`config.mk`:
```
export PLATFORM = sky130hd
export DESIGN_NAME = marker_framed_decimal_field_parser
export DESIGN_NICKNAME = d
export VERILOG_FILES = /design/src/mfdp_pkg.sv /design/src/mfdp_front.sv /design/src/mfdp_queue.sv /design/src/mfdp_back.sv /design/src/marker_framed_decimal_field_parser.sv
export SDC_FILE = /design/constraint.sdc
export NUM_CORES = 1
export LEC_CHECK = 0
export BUFFER_PORTS_ARGS = -buffer_cell sky130_fd_sc_hd__buf_4
export CORE_MARGIN = 2
export CORE_UTILIZATION = 40
export CTS_BUF_LIST = sky130_fd_sc_hd__clkbuf_4 sky130_fd_sc_hd__clkbuf_8
export DETAILED_ROUTE_END_ITERATION = 10
export GPL_TIMING_DRIVEN = 0
export HOLD_SLACK_MARGIN = 0.05
export MAX_ROUTING_LAYER = met4
export PLACE_DENSITY = 0.55
export SLEW_MARGIN = 10
export SYNTH_ARGS = -nofsm -noshare
export SYNTH_HDL_FRONTEND = slang
export SYNTH_HIERARCHICAL = 1
export SYNTH_SLANG_ARGS = --single-unit
```
`constraint.sdc`:
```
create_clock -name aclk -period 7.4 [get_ports aclk]
set_clock_uncertainty 0.1 [all_clocks]
set_input_delay 0.74 -clock aclk [delete_from_list [all_inputs] [get_ports aclk]]
set_output_delay 0.74 -clock aclk [all_outputs]
set_load 0.01 [all_outputs]
```
`src/mfdp_pkg.sv`:
```
// ----------------------------------------------------------------------------
// mfdp_pkg
// Shared types and constants for the marker-framed decimal field parser.
// ----------------------------------------------------------------------------
package mfdp_pkg;

    localparam logic [7:0] CHAR_E     = 8'h65;
    localparam logic [7:0] CHAR_N     = 8'h6E;
    localparam logic [7:0] CHAR_D     = 8'h64;
    localparam logic [7:0] CHAR_SEMI  = 8'h3B;
    localparam logic [7:0] CHAR_NUL   = 8'h00;
    localparam logic [7:0] CHAR_DOT   = 8'h2E;
    localparam logic [7:0] CHAR_PLUS  = 8'h2B;
    localparam logic [7:0] CHAR_MINUS = 8'h2D;
    localparam logic [7:0] CHAR_SPACE = 8'h20;
    localparam logic [7:0] CHAR_TAB   = 8'h09;
    localparam logic [7:0] CHAR_CR    = 8'h0D;
    localparam logic [7:0] CHAR_0     = 8'h30;
    localparam logic [7:0] CHAR_9     = 8'h39;

    localparam int MANT_W = 33;
    localparam int MAG_W  = 50;
    localparam int POW_W  = 17;
    localparam logic [MANT_W-1:0] MANT_CAP = 33'h1_0000_0000;
    localparam logic [2:0] FRAC_MAX = 3'd5;

    localparam int QUEUE_DEPTH = 2;
    localparam int QPTR_W      = 1;
    localparam int QCNT_W      = 2;

    typedef enum logic [2:0] {
        PH_SEARCH = 3'b001,
        PH_PARSE  = 3'b010,
        PH_DONE   = 3'b100
    } parse_phase_t;

    typedef enum logic [6:0] {
        FP_BETWEEN = 7'b000_0001,
        FP_BLANK   = 7'b000_0010,
        FP_SIGN    = 7'b000_0100,
        FP_INT     = 7'b000_1000,
        FP_DOT     = 7'b001_0000,
        FP_FRAC    = 7'b010_0000,
        FP_STOP    = 7'b100_0000
    } field_phase_t;

    typedef struct packed {
        logic [3:0]        index;
        logic [MANT_W-1:0] mantissa;
        logic [2:0]        frac_digits;
        logic              negative;
        logic              final_cell;
    } cell_req_t;

    function automatic logic [POW_W-1:0] scale_pow10(input logic [2:0] frac_digits);
        logic [POW_W-1:0] p;
        begin
            case (frac_digits)
                3'd0:    p = 17'd100000;
                3'd1:    p = 17'd10000;
                3'd2:    p = 17'd1000;
                3'd3:    p = 17'd100;
                3'd4:    p = 17'd10;
                default: p = 17'd1;
            endcase
            return p;
        end
    endfunction

endpackage

```
`src/mfdp_front.sv`:
```
// ----------------------------------------------------------------------------
// mfdp_front
// Marker hunt, field split and per-byte decimal accumulation. Issues one
// scale request per closed non-empty field.
// ----------------------------------------------------------------------------
module mfdp_front #(
    parameter int CELL_COUNT = 16
) (
    input  logic                 aclk,
    input  logic                 aresetn,
    input  logic                 byte_valid,
    input  logic [7:0]           rx_byte,
    input  logic                 frame_end,
    output logic                 req_valid,
    output mfdp_pkg::cell_req_t  req
);
    import mfdp_pkg::*;

    localparam logic [5:0] CELL_LIMIT = 6'(CELL_COUNT);

    parse_phase_t       phase_reg, phase_next;
    logic [1:0]         marker_reg, marker_next;
    logic [4:0]         cells_reg, cells_next;
    field_phase_t       fphase_reg, fphase_next;
    logic [MANT_W-1:0]  mant_reg, mant_next;
    logic [2:0]         frac_reg, frac_next;
    logic               neg_reg, neg_next;

    field_phase_t       fb_phase;
    logic [MANT_W-1:0]  fb_mant;
    logic [2:0]         fb_frac;
    logic               fb_neg;

    logic               is_digit;
    logic               is_blank;
    logic [3:0]         digit;
    logic [36:0]        mant_x10;
    logic [MANT_W-1:0]  mant_acc;
    logic               emit;
    logic               closing;
    logic [4:0]         cells_inc;
    logic               limit_hit;

    assign is_digit = (rx_byte >= CHAR_0) && (rx_byte <= CHAR_9);
    assign is_blank = (rx_byte == CHAR_SPACE) || ((rx_byte >= CHAR_TAB) && (rx_byte <= CHAR_CR));
    assign digit    = 4'(rx_byte - CHAR_0);
    assign mant_x10 = (37'(mant_reg) << 3) + (37'(mant_reg) << 1) + 37'(digit);
    assign mant_acc = (mant_x10 > 37'(MANT_CAP)) ? MANT_CAP : mant_x10[MANT_W-1:0];

    always_comb begin
        fb_phase = fphase_reg;
        fb_mant  = mant_reg;
        fb_frac  = frac_reg;
        fb_neg   = neg_reg;
        if (is_digit) begin
            unique case (fphase_reg)
                FP_BETWEEN, FP_BLANK, FP_SIGN, FP_INT: begin
                    fb_phase = FP_INT;
                    fb_mant  = mant_acc;
                end
                FP_DOT, FP_FRAC: begin
                    fb_phase = FP_FRAC;
                    if (frac_reg < FRAC_MAX) begin
                        fb_mant = mant_acc;
                        fb_frac = frac_reg + 3'd1;
                    end
                end
                default: ;
            endcase
        end else if (rx_byte == CHAR_DOT) begin
            unique case (fphase_reg)
                FP_BETWEEN, FP_BLANK, FP_SIGN: fb_phase = FP_DOT;
                FP_INT:                        fb_phase = FP_FRAC;
                default:                       fb_phase = FP_STOP;
            endcase
        end else if ((rx_byte == CHAR_PLUS) || (rx_byte == CHAR_MINUS)) begin
            if ((fphase_reg == FP_BETWEEN) || (fphase_reg == FP_BLANK)) begin
                fb_phase = FP_SIGN;
                fb_neg   = (rx_byte == CHAR_MINUS);
            end else begin
                fb_phase = FP_STOP;
            end
        end else if (is_blank && ((fphase_reg == FP_BETWEEN) || (fphase_reg == FP_BLANK))) begin
            fb_phase = FP_BLANK;
        end else begin
            fb_phase = FP_STOP;
        end
    end

    assign cells_inc = cells_reg + 5'd1;
    assign limit_hit = (6'(cells_inc) >= CELL_LIMIT) || (cells_inc == 5'd0);

    always_comb begin
        phase_next  = phase_reg;
        marker_next = marker_reg;
        cells_next  = cells_reg;
        fphase_next = fphase_reg;
        mant_next   = mant_reg;
        frac_next   = frac_reg;
        neg_next    = neg_reg;
        emit        = 1'b0;
        closing     = 1'b0;

        unique case (phase_reg)
            PH_SEARCH: begin
                if ((marker_reg == 2'd2) && (rx_byte == CHAR_D)) begin
                    phase_next  = PH_PARSE;
                    marker_next = 2'd0;
                end else if ((marker_reg == 2'd1) && (rx_byte == CHAR_N)) begin
                    marker_next = 2'd2;
                end else begin
                    marker_next = (rx_byte == CHAR_E) ? 2'd1 : 2'd0;
                end
            end
            PH_PARSE: begin
                if (rx_byte == CHAR_NUL) begin
                    emit       = (fphase_reg != FP_BETWEEN);
                    closing    = 1'b1;
                    phase_next = PH_DONE;
                end else if (rx_byte == CHAR_SEMI) begin
                    emit    = (fphase_reg != FP_BETWEEN);
                    closing = frame_end;
                end else begin
                    fphase_next = fb_phase;
                    mant_next   = fb_mant;
                    frac_next   = fb_frac;
                    neg_next    = fb_neg;
                    emit        = frame_end;
                    closing     = 1'b1;
                end
            end
            default: ;
        endcase

        req.index       = cells_reg[3:0];
        req.mantissa    = mant_next;
        req.frac_digits = frac_next;
        req.negative    = neg_next;
        req.final_cell  = closing || limit_hit;

        if (emit) begin
            cells_next  = cells_inc;
            fphase_next = FP_BETWEEN;
            mant_next   = '0;
            frac_next   = '0;
            neg_next    = 1'b0;
            if (limit_hit) begin
                phase_next = PH_DONE;
            end
        end

        if (frame_end) begin
            phase_next  = PH_SEARCH;
            marker_next = 2'd0;
            cells_next  = '0;
            fphase_next = FP_BETWEEN;
            mant_next   = '0;
            frac_next   = '0;
            neg_next    = 1'b0;
        end
    end

    assign req_valid = byte_valid && emit;

    always_ff @(posedge aclk) begin
        if (!aresetn) begin
            phase_reg  <= PH_SEARCH;
            marker_reg <= 2'd0;
            cells_reg  <= '0;
            fphase_reg <= FP_BETWEEN;
            mant_reg   <= '0;
            frac_reg   <= '0;
            neg_reg    <= 1'b0;
        end else if (byte_valid) begin
            phase_reg  <= phase_next;
            marker_reg <= marker_next;
            cells_reg  <= cells_next;
            fphase_reg <= fphase_next;
            mant_reg   <= mant_next;
            frac_reg   <= frac_next;
            neg_reg    <= neg_next;
        end
    end

endmodule

```
`src/mfdp_queue.sv`:
```
// ----------------------------------------------------------------------------
// mfdp_queue
// Small FIFO of scale requests between the parser and the scaling pipeline.
// ----------------------------------------------------------------------------
module mfdp_queue (
    input  logic                       aclk,
    input  logic                       aresetn,
    input  logic                       push,
    input  mfdp_pkg::cell_req_t        push_data,
    input  logic                       pop,
    output logic                       head_valid,
    output mfdp_pkg::cell_req_t        head_data,
    output logic [mfdp_pkg::QCNT_W-1:0] count
);
    import mfdp_pkg::*;

    cell_req_t          mem_reg [QUEUE_DEPTH];
    logic [QPTR_W-1:0]  wr_ptr_reg, wr_ptr_next;
    logic [QPTR_W-1:0]  rd_ptr_reg, rd_ptr_next;
    logic [QCNT_W-1:0]  count_reg, count_next;
    logic               do_pop;

    assign do_pop      = pop && (count_reg != '0);
    assign wr_ptr_next = push ? wr_ptr_reg + 1'b1 : wr_ptr_reg;
    assign rd_ptr_next = do_pop ? rd_ptr_reg + 1'b1 : rd_ptr_reg;

    always_comb begin
        count_next = count_reg;
        case ({push, do_pop})
            2'b10:   count_next = count_reg + 1'b1;
            2'b01:   count_next = count_reg - 1'b1;
            default: ;
        endcase
    end

    always_ff @(posedge aclk) begin
        if (push) begin
            mem_reg[wr_ptr_reg] <= push_data;
        end
    end

    always_ff @(posedge aclk) begin
        if (!aresetn) begin
            wr_ptr_reg <= '0;
            rd_ptr_reg <= '0;
            count_reg  <= '0;
        end else begin
            wr_ptr_reg <= wr_ptr_next;
            rd_ptr_reg <= rd_ptr_next;
            count_reg  <= count_next;
        end
    end

    assign head_valid = (count_reg != '0);
    assign head_data  = mem_reg[rd_ptr_reg];
    assign count      = count_reg;

endmodule

```
`src/mfdp_back.sv`:
```
// ----------------------------------------------------------------------------
// mfdp_back
// Scaling pipeline: multiply by the power of ten, then saturate into the
// output register.
// ----------------------------------------------------------------------------
module mfdp_back (
    input  logic                aclk,
    input  logic                aresetn,
    input  logic                req_valid,
    input  mfdp_pkg::cell_req_t req,
    output logic                req_ready,
    output logic                out_valid,
    input  logic                out_ready,
    output logic [3:0]          out_index,
    output logic [31:0]         out_value,
    output logic                out_final
);
    import mfdp_pkg::*;

    logic               s1_valid_reg;
    logic [MAG_W-1:0]   s1_mag_reg;
    logic               s1_neg_reg;
    logic [3:0]         s1_index_reg;
    logic               s1_final_reg;

    logic               out_valid_reg;
    logic [3:0]         out_index_reg;
    logic [31:0]        out_value_reg;
    logic               out_final_reg;

    logic               s2_ready;
    logic               s1_ready;
    logic [MAG_W-1:0]   mag;
    logic [31:0]        sat_value;

    assign s2_ready  = !out_valid_reg || out_ready;
    assign s1_ready  = !s1_valid_reg || s2_ready;
    assign req_ready = s1_ready;
    assign mag       = MAG_W'(req.mantissa) * MAG_W'(scale_pow10(req.frac_digits));

    always_comb begin
        if (s1_neg_reg) begin
            if (s1_mag_reg >= MAG_W'(64'h8000_0000)) begin
                sat_value = 32'h8000_0000;
            end else begin
                sat_value = 32'd0 - s1_mag_reg[31:0];
            end
        end else begin
            if (s1_mag_reg > MAG_W'(64'h7FFF_FFFF)) begin
                sat_value = 32'h7FFF_FFFF;
            end else begin
                sat_value = s1_mag_reg[31:0];
            end
        end
    end

    always_ff @(posedge aclk) begin
        if (s1_ready) begin
            s1_mag_reg   <= mag;
            s1_neg_reg   <= req.negative;
            s1_index_reg <= req.index;
            s1_final_reg <= req.final_cell;
        end
        if (s2_ready) begin
            out_index_reg <= s1_index_reg;
            out_value_reg <= sat_value;
            out_final_reg <= s1_final_reg;
        end
    end

    always_ff @(posedge aclk) begin
        if (!aresetn) begin
            s1_valid_reg  <= 1'b0;
            out_valid_reg <= 1'b0;
        end else begin
            if (s1_ready) begin
                s1_valid_reg <= req_valid;
            end
            if (s2_ready) begin
                out_valid_reg <= s1_valid_reg;
            end
        end
    end

    assign out_valid = out_valid_reg;
    assign out_index = out_index_reg;
    assign out_value = out_value_reg;
    assign out_final = out_final_reg;

endmodule

```
`src/marker_framed_decimal_field_parser.sv`:
```
// ----------------------------------------------------------------------------
// marker_framed_decimal_field_parser
// Hunts for "end" in a byte stream, splits the rest on ';' and emits each
// field as a fixed-point decimal (value * 100000) with its cell index.
// ----------------------------------------------------------------------------
// Usage:
//   s_* : one frame character per transaction in s_tdata[7:0]; s_tlast marks
//         the last byte of the frame and clears all parser state after it.
//   m_* : one transaction per non-empty field; m_tdata holds the cell index and
//         the signed scaled value, m_tlast is set on the last cell of a frame.
//   Throughput: one byte per cycle while s_tready is high; per-byte work
//   is a single accumulate step of the parser front end.
//   Path: a cell closed by an accepted byte is written to a queue slot at
//   the edge that accepts that byte, then passes the multiply stage and
//   the saturate/output register before it appears on m_*.
//   Reset: aresetn low for one cycle empties the queue and pipeline and puts
//   the parser back in marker search.
//   Stall: while m_tready is low the pipeline holds and the two-entry queue
//   fills; s_tready drops only when the queue is full.
// ----------------------------------------------------------------------------
module marker_framed_decimal_field_parser #(
    parameter int CELL_COUNT = 16
) (
    input  logic        aclk,
    input  logic        aresetn,
    input  logic        s_tvalid,
    output logic        s_tready,
    input  logic [7:0]  s_tdata,   // [7:0] rx_byte
    input  logic        s_tlast,
    output logic        m_tvalid,
    input  logic        m_tready,
    output logic [39:0] m_tdata,   // [3:0] cell_index, [35:4] cell_value, [39:36] zero
    output logic        m_tlast
);
    import mfdp_pkg::*;

    logic               byte_accept;
    logic               front_valid;
    cell_req_t          front_req;
    logic               q_valid;
    cell_req_t          q_head;
    logic [QCNT_W-1:0]  q_count;
    logic               back_ready;
    logic [3:0]         cell_index;
    logic [31:0]        cell_value;

    assign s_tready    = (q_count != QCNT_W'(QUEUE_DEPTH));
    assign byte_accept = s_tvalid && s_tready;

    mfdp_front #(
        .CELL_COUNT(CELL_COUNT)
    ) u_front (
        .aclk       (aclk),
        .aresetn    (aresetn),
        .byte_valid (byte_accept),
        .rx_byte    (s_tdata),
        .frame_end  (s_tlast),
        .req_valid  (front_valid),
        .req        (front_req)
    );

    mfdp_queue u_queue (
        .aclk       (aclk),
        .aresetn    (aresetn),
        .push       (front_valid),
        .push_data  (front_req),
        .pop        (back_ready),
        .head_valid (q_valid),
        .head_data  (q_head),
        .count      (q_count)
    );

    mfdp_back u_back (
        .aclk      (aclk),
        .aresetn   (aresetn),
        .req_valid (q_valid),
        .req       (q_head),
        .req_ready (back_ready),
        .out_valid (m_tvalid),
        .out_ready (m_tready),
        .out_index (cell_index),
        .out_value (cell_value),
        .out_final (m_tlast)
    );

    assign m_tdata = {4'd0, cell_value, cell_index};

`ifndef SYNTHESIS
    a_reset_empty: assert property (@(posedge aclk)
        !aresetn |=> !m_tvalid && s_tready && !q_valid)
        else $error("pipeline not empty after reset");

    a_queue_bound: assert property (@(posedge aclk) disable iff (!aresetn)
        q_count <= QCNT_W'(QUEUE_DEPTH))
        else $error("queue count beyond depth");

    a_queue_step: assert property (@(posedge aclk) disable iff (!aresetn)
        $past(aresetn) |-> (q_count == $past(q_count)) ||
                           (q_count == $past(q_count) + 2'd1) ||
                           (q_count == $past(q_count) - 2'd1))
        else $error("queue count moved by more than one");

    a_head_valid: assert property (@(posedge aclk) disable iff (!aresetn)
        q_valid == (q_count != '0))
        else $error("queue head valid disagrees with count");
`endif

endmodule

```
==> results.py, run 1 <==
metrics = {
    "final_layout": {
        "fillCellCount": 6743,
        "drive_gt1_share_pct": 20.0,
        "regArea_um2": 6540,
        "area_delta_synth_final_pct": 17.6,
        "largest_reg_flops": 84,
        "nNetsFinal": 3936,
        "final_area_um2": 34300,
        "multiInputGateArea_um2": 21200,
    },
    "floorplanning": {
        "fp.dieArea_um2": 75000,
        "ioPinCount": 56,
        "start_util_pct": 40.6,
        "rows": 98,
        "core_um2": 71700,
        "die_h_um": 274,
        "die_x_um": 274,
    },
    "cts": {
        "path_clk_slew_ns": 0.06,
        "root_buffer": "clkbuf_8",
        "cts_sinks": 238,
        "cts_max_level": 2,
        "clk_latency_ns": 0.63,
        "cts_hold_buf": 0,
        "clockBufferDepth": 3,
        "cts_tree": "done",
        "cts_buffers": 42,
    },
    "pwr": {
        "ir_worst_vdd_mv": 0.107,
        "p_per_area_nw_per_um2": 81.5,
        "finalPower_mw": 2.79,
        "p_leak_nw": 15.8,
    },
    "sta": {
        "slew_violations": 0,
        "final.setup.worst_slack_ns": -0.00102,
        "finalSetupViolations": 1,
        "finalWorstPathRequiredPeriod_ns": 7.40,
        "whs_ns": 0.271,
        "fmax_mhz": 135,
        "max-slew-margin-rel_pct": 36.0,
        "hold_viol_final": 0,
        "rsz0062_at_grt": "true",
        "worst_pin_slew_ns": 0.952,
        "post-route-period-util_pct": 100,
        "tns_ns": -0.00102,
    },
    "grt": {
        "grt_use_total_pct": 23.4,
        "antenna_found_initial": 1,
        "grt_overflow": 0,
        "grt_first_pass_wirelength_mm": 132,
        "grt_max_degree": 58,
        "first_global_vias": 23400,
    },
    "run_status": {
        "violations": "negative setup slack",
        "outcome": "finished, violations left",
    },
    "synth": {
        "syn_inst": 3127,
        "synth.distinct_cells": 97,
        "synthArstFlopShare_pct": 0,
        "ys.warnings.count": 6,
        "synth_seq_area_share_pct": 22.4,
        "syn_area_um2": 29100,
        "synth_edf_count": 177,
        "ys_ff_latch": 238,
        "ys.flop_type": "edfxtp_1",
        "syn_area_per_cell_um2": 9.31,
    },
    "setup_path": {
        "path_common_cell": "fa_1",
        "critical_path_class": "flop to flop",
        "crit_fanout": 6,
        "required_ns": 7.61,
        "critPathArrivalTime_ns": 7.61,
        "critPathLaunchType": "flop",
        "slowest_stage": "fa_1",
        "endpoint_kind": "flop",
        "max_stage_delay_ns": 0.58,
    },
    "place": {
        "dpl-instance-area_um2": 30800,
        "hpwl_mm": 68.9,
        "place.gp.congestion": 0.966,
        "io_buffers": 50,
    },
    "routing": {
        "wl_per_cell_um": 19.7,
        "wl_mm": 84.4,
        "drc_errors": 0,
        "dr.pass1.iters": 5,
        "drtIter0Drc": 1201,
        "viasPerCell": 5.24,
        "antenna_left": 0,
        "vias": 22500,
    },
    "worst_hold_path": {
        "hp-class": "primary input to flop",
    },
    "run": {
        "max_cap_violations": 0,
    },
}
==> cells in the mapped netlist, types with 6 or more instances <==
cell type | count | share of area (%)
a211oi_1 | 11 | 0.28
a21boi_0 | 14 | 0.36
a21o_1 | 60 | 1.5
a21oi_1 | 104 | 1.8
a21oi_2 | 6 | 0.18
a31oi_1 | 9 | 0.19
and2_1 | 89 | 1.9
and3_1 | 19 | 0.41
buf_1 | 10 | 0.13
buf_2 | 17 | 0.29
buf_4 | 9 | 0.23
buf_6 | 9 | 0.35
clkbuf_1 | 86 | 1.1
clkbuf_2 | 23 | 0.40
dfxtp_1 | 61 | 4.2
edfxtp_1 | 177 | 18
fa_1 | 366 | 25
ha_1 | 257 | 11
inv_1 | 557 | 7.2
mux2_2 | 47 | 1.8
nand2_1 | 427 | 5.5
nand2b_1 | 9 | 0.19
nand3_1 | 61 | 1.0
nand4_1 | 18 | 0.39
nand4b_1 | 6 | 0.18
nor2_1 | 102 | 1.3
nor2b_1 | 28 | 0.60
nor3_1 | 35 | 0.60
nor4_1 | 21 | 0.45
o211ai_1 | 19 | 0.49
o21a_1 | 13 | 0.34
o21ai_0 | 128 | 2.2
o21ai_1 | 9 | 0.15
o21bai_1 | 9 | 0.23
o311ai_0 | 22 | 0.66
o31ai_1 | 24 | 0.62
o31ai_2 | 13 | 0.56
o41ai_1 | 7 | 0.21
or2_2 | 36 | 0.77
or3_1 | 16 | 0.34
xnor2_1 | 48 | 1.4
xor2_1 | 32 | 0.96
==> power by group <==
part	switching, mW	leakage, nW	internal (mW)
Sequential	0.000281	2.28	1.41
Clock	0.585	0.480	0.732
Combinational	0.0420	13.1	0.0187
Total	0.627	15.8	2.17
==> what timing repair did <==
item                                    in CTS  in global routing
endpoints found under the hold margin        0                  0
gates resized for setup                    327                120
buffers inserted                            64                 34
pin swaps                                  115                119
gates cloned                                 5                  0
endpoints found under the setup margin      39                 24
==> logic make-up after synthesis <==
family | Yosys count | share of synthesized area (%)
AOI/OAI and AO/OA | 511 | 12.0
xor gates and xnor gates | 81 | 2.46
adders and majority gates | 623 | 36.2
buffers and inverters | 711 | 9.69
DFF | 238 | 22.4
muxes | 50 | 1.92
other | 1 | 0.0129
and+or+nand+nor | 912 | 15.3
==> worst max-delay path, delay by kind of cell, from the launching register on <==
kind                       cells  cell delay [ns]
buffers and inverters         11             1.27
DFF                            1             0.36
adders and majority gates      7             3.28
muxes                          1             0.33
and+or+nand+nor                4             0.47
AOI/OAI and AO/OA              5             1.24
==> metal layers <==
layer  wire length [µm]  part of all wire (%)  vias up  track usage, %
met3               3590                   4.3      179            2.86
li1                   -                     -    10600               -
met2              41400                    49      591            39.9
met5                  0                     0        -               -
met4               2920                   3.5        0            7.10
met1              36500                    43    11100            29.0
==> layout make-up <==
| type | instances | share of cell area (%) |
|---|---|---|
| multi-input combinational | 2181 | 61.9 |
| sequential | 238 | 19.1 |
| inverter | 557 | 6.10 |
| timing repair buffer | 154 | 4.00 |
| tap | 950 | 3.47 |
| buffer | 126 | 2.79 |
| clock buffer | 50 | 1.86 |
| clock inverter | 28 | 0.815 |
| antenna | 1 | 0.00731 |
==> layout by cell type, fill, tap and decap left out, types with 19 or more instances in the layout <==
cell	instances
a21o_1	60
a21oi_1	85
and2_1	68
and2_4	19
and3_1	19
buf_4	144
buf_6	23
clkbuf_1	50
clkbuf_8	48
dfxtp_1	60
edfxtp_1	177
fa_1	356
ha_1	228
ha_4	26
inv_1	529
inv_2	28
mux2_2	42
nand2_1	397
nand3_1	44
nor2_1	60
nor2_4	32
nor2b_1	26
nor3_1	34
nor4_1	20
o211ai_1	19
o21ai_0	121
o311ai_0	21
o31ai_1	21
or2_2	30
xnor2_1	46
xor2_1	32
==> worst paths after layout <==
path / slack (ns) / end / start / cells past startpoint
setup / recovery: -0.001 / u_back/s1_mag_reg[42] / flop / 28
hold / removal: 0.27 / u_back/out_valid / aresetn / 2
setup reg to reg: -0.001 / u_back/s1_mag_reg[42] / flop / 28
hold reg to reg: 0.31 / u_back/out_index[3] / u_back/s1_index_reg[3] / 0
==> per-stage QoR <==
step	util, %	std cells	setup WS, ns
6_report	47.7	4285	-0.00102
5_1_grt	47.7	4285	-0.212
4_1_cts	46.8	4255	-0.0568
3_5_place_dp	42.9	4132	-1.81
3_3_place_gp	42.9	4130	-1.77
2_1_floorplan	-	3130	0.00878
(Power assumes the default switching activity.)
==> run 2, diff against run 1 <==
Settings changed: GPL_TIMING_DRIVEN 0 to 1.
==> run 2 against run 1 <==
Against the previous run:
- the run now ends clean
- sequential share of layout area grew 0.36 points
- final cell count shrank 0.98%
- sequential power is essentially flat
- critical path type unchanged
==> results.py, run 2 (synthesis gave the netlist of run 1 again) <==
metrics = {
    "floorplanning": {
        "rows": 98,
        "die_h_um": 274,
        "fp.dieArea_um2": 75000,
        "die_x_um": 274,
        "core_um2": 71700,
        "start_util_pct": 40.6,
        "ioPinCount": 56,
    },
    "routing": {
        "wl_met1_mm": 36.6,
        "wl_per_cell_um": 18.2,
        "dr_wl_met3_mm": 3.27,
        "antenna_left": 0,
        "wl_mm": 77.0,
        "drc_errors": 0,
        "viasPerCell": 5.19,
        "dr.pass1.iters": 7,
        "topRoutingLayerUsed": "met4",
        "vias": 22000,
        "drtIter0Drc": 1406,
        "wl_met2_mm": 35.3,
    },
    "grt": {
        "grt_max_degree": 58,
        "grt_overflow": 0,
        "grt_first_pass_wirelength_mm": 122,
        "first_global_vias": 22500,
        "grt_use_total_pct": 21.1,
        "antenna_found_initial": 1,
    },
    "sta": {
        "post-route-period-util_pct": 98.2,
        "whs_ns": 0.323,
        "slew_violations": 0,
        "max-slew-margin-rel_pct": 14.2,
        "fmax_mhz": 138,
        "hold_viol_final": 0,
        "finalWorstPathRequiredPeriod_ns": 7.27,
        "finalSetupViolations": 0,
        "rsz0062_at_grt": "true",
        "worst_pin_slew_ns": 1.28,
    },
    "pwr": {
        "p_per_area_nw_per_um2": 84.2,
        "p_leak_nw": 15.8,
        "ir_worst_vdd_mv": 0.0870,
    },
    "final_layout": {
        "multiInputGateArea_um2": 20700,
        "largest_reg_flops": 84,
        "final_area_um2": 33600,
        "mostFrequentLayoutCell": "inv_1",
        "area_delta_synth_final_pct": 15.4,
        "nNetsFinal": 3894,
        "fin_util_pct": 46.9,
        "drive_gt1_share_pct": 19.1,
        "regArea_um2": 6540,
        "final_cell_mix": "inv_1 (535), nand2_1 (405), fa_1 (352)",
        "fillCellCount": 6812,
        "stdcell_count": 4243,
    },
    "place": {
        "dpl-instance-area_um2": 31100,
        "place.gp.congestion": 0.972,
        "hpwl_mm": 61.9,
        "dp.cells": 4106,
        "io_buffers": 51,
    },
    "setup_path": {
        "required_ns": 7.63,
        "path_common_cell": "fa_1",
        "crit_fanout": 5,
        "max_stage_delay_ns": 0.57,
        "crit_family": "adder cells",
        "endpoint_kind": "flop",
        "slowest_stage": "fa_1",
        "critPathLaunchType": "flop",
        "critical_path_class": "flop to flop",
        "critPathArrivalTime_ns": 7.49,
        "crit_buf_inv": 7,
    },
    "cts": {
        "root_buffer": "clkbuf_8",
        "cts_buffers": 44,
        "cts_sinks": 238,
        "cts_tree": "done",
        "cts_hold_buf": 0,
        "cts_max_level": 2,
        "clk_latency_ns": 0.62,
        "clockBufferDepth": 3,
        "path_clk_slew_ns": 0.06,
    },
    "run": {
        "max_cap_violations": 0,
    },
    "run_status": {
        "outcome": "completed",
    },
    "worst_hold_path": {
        "hp-class": "flop to flop",
    },
}
## run 2: metrics by stage
stage | setup WS (ns) | power (mW) | TNS, ns
5_1_grt | -0.0989 | 2.94 | -0.509
3_5_place_dp | -0.127 | 1.50 | -0.228
2_1_floorplan | 0.00878 | 1.48 | 0
3_3_place_gp | -0.0292 | 1.50 | -0.0292
6_report | 0.132 | 2.83 | 0
4_1_cts | 0.00202 | 2.88 | 0
## run 2: worst paths after layout
path	depth (start not counted)	endpoint	slack, ns	startpoint
min reg2reg	0	u_back/out_index[3]	0.32	u_back/s1_index_reg[3]
min	0	u_back/out_index[3]	0.32	u_back/s1_index_reg[3]
max reg2reg	28	u_back/s1_mag_reg[48]	0.13	flop
max	28	u_back/s1_mag_reg[48]	0.13	flop
## run 2: timing repair
action,4_1_cts,5_1_grt
setup buffers,11,38
endpoints found under the setup margin,6,19
gates cloned,4,6
pin swaps,14,112
resized for setup,39,209
## run 2: area by class of cell
| type | instances | area share (%) |
|---|---|---|
| repair buffers | 236 | 6.45 |
| inverters | 557 | 6.22 |
| clock inverters | 21 | 0.696 |
| diodes | 1 | 0.00745 |
| clock buffers | 59 | 2.16 |
| well taps | 950 | 3.54 |
| flip-flops and latches | 238 | 19.5 |
| multi-input cells | 2181 | 61.5 |
## run 2: power by group
part	switching [mW]	internal, mW	total, mW
clock network	0.570	0.790	1.36
logic	0.0396	0.0159	0.0555
registers	0.000949	1.42	1.42
## run 2: routing by layer
layer,vias up,track usage (%)
li1,10500,-
met2,542,32.6
met5,-,-
met1,10900,29.5
met4,0,5.44
met3,105,2.15
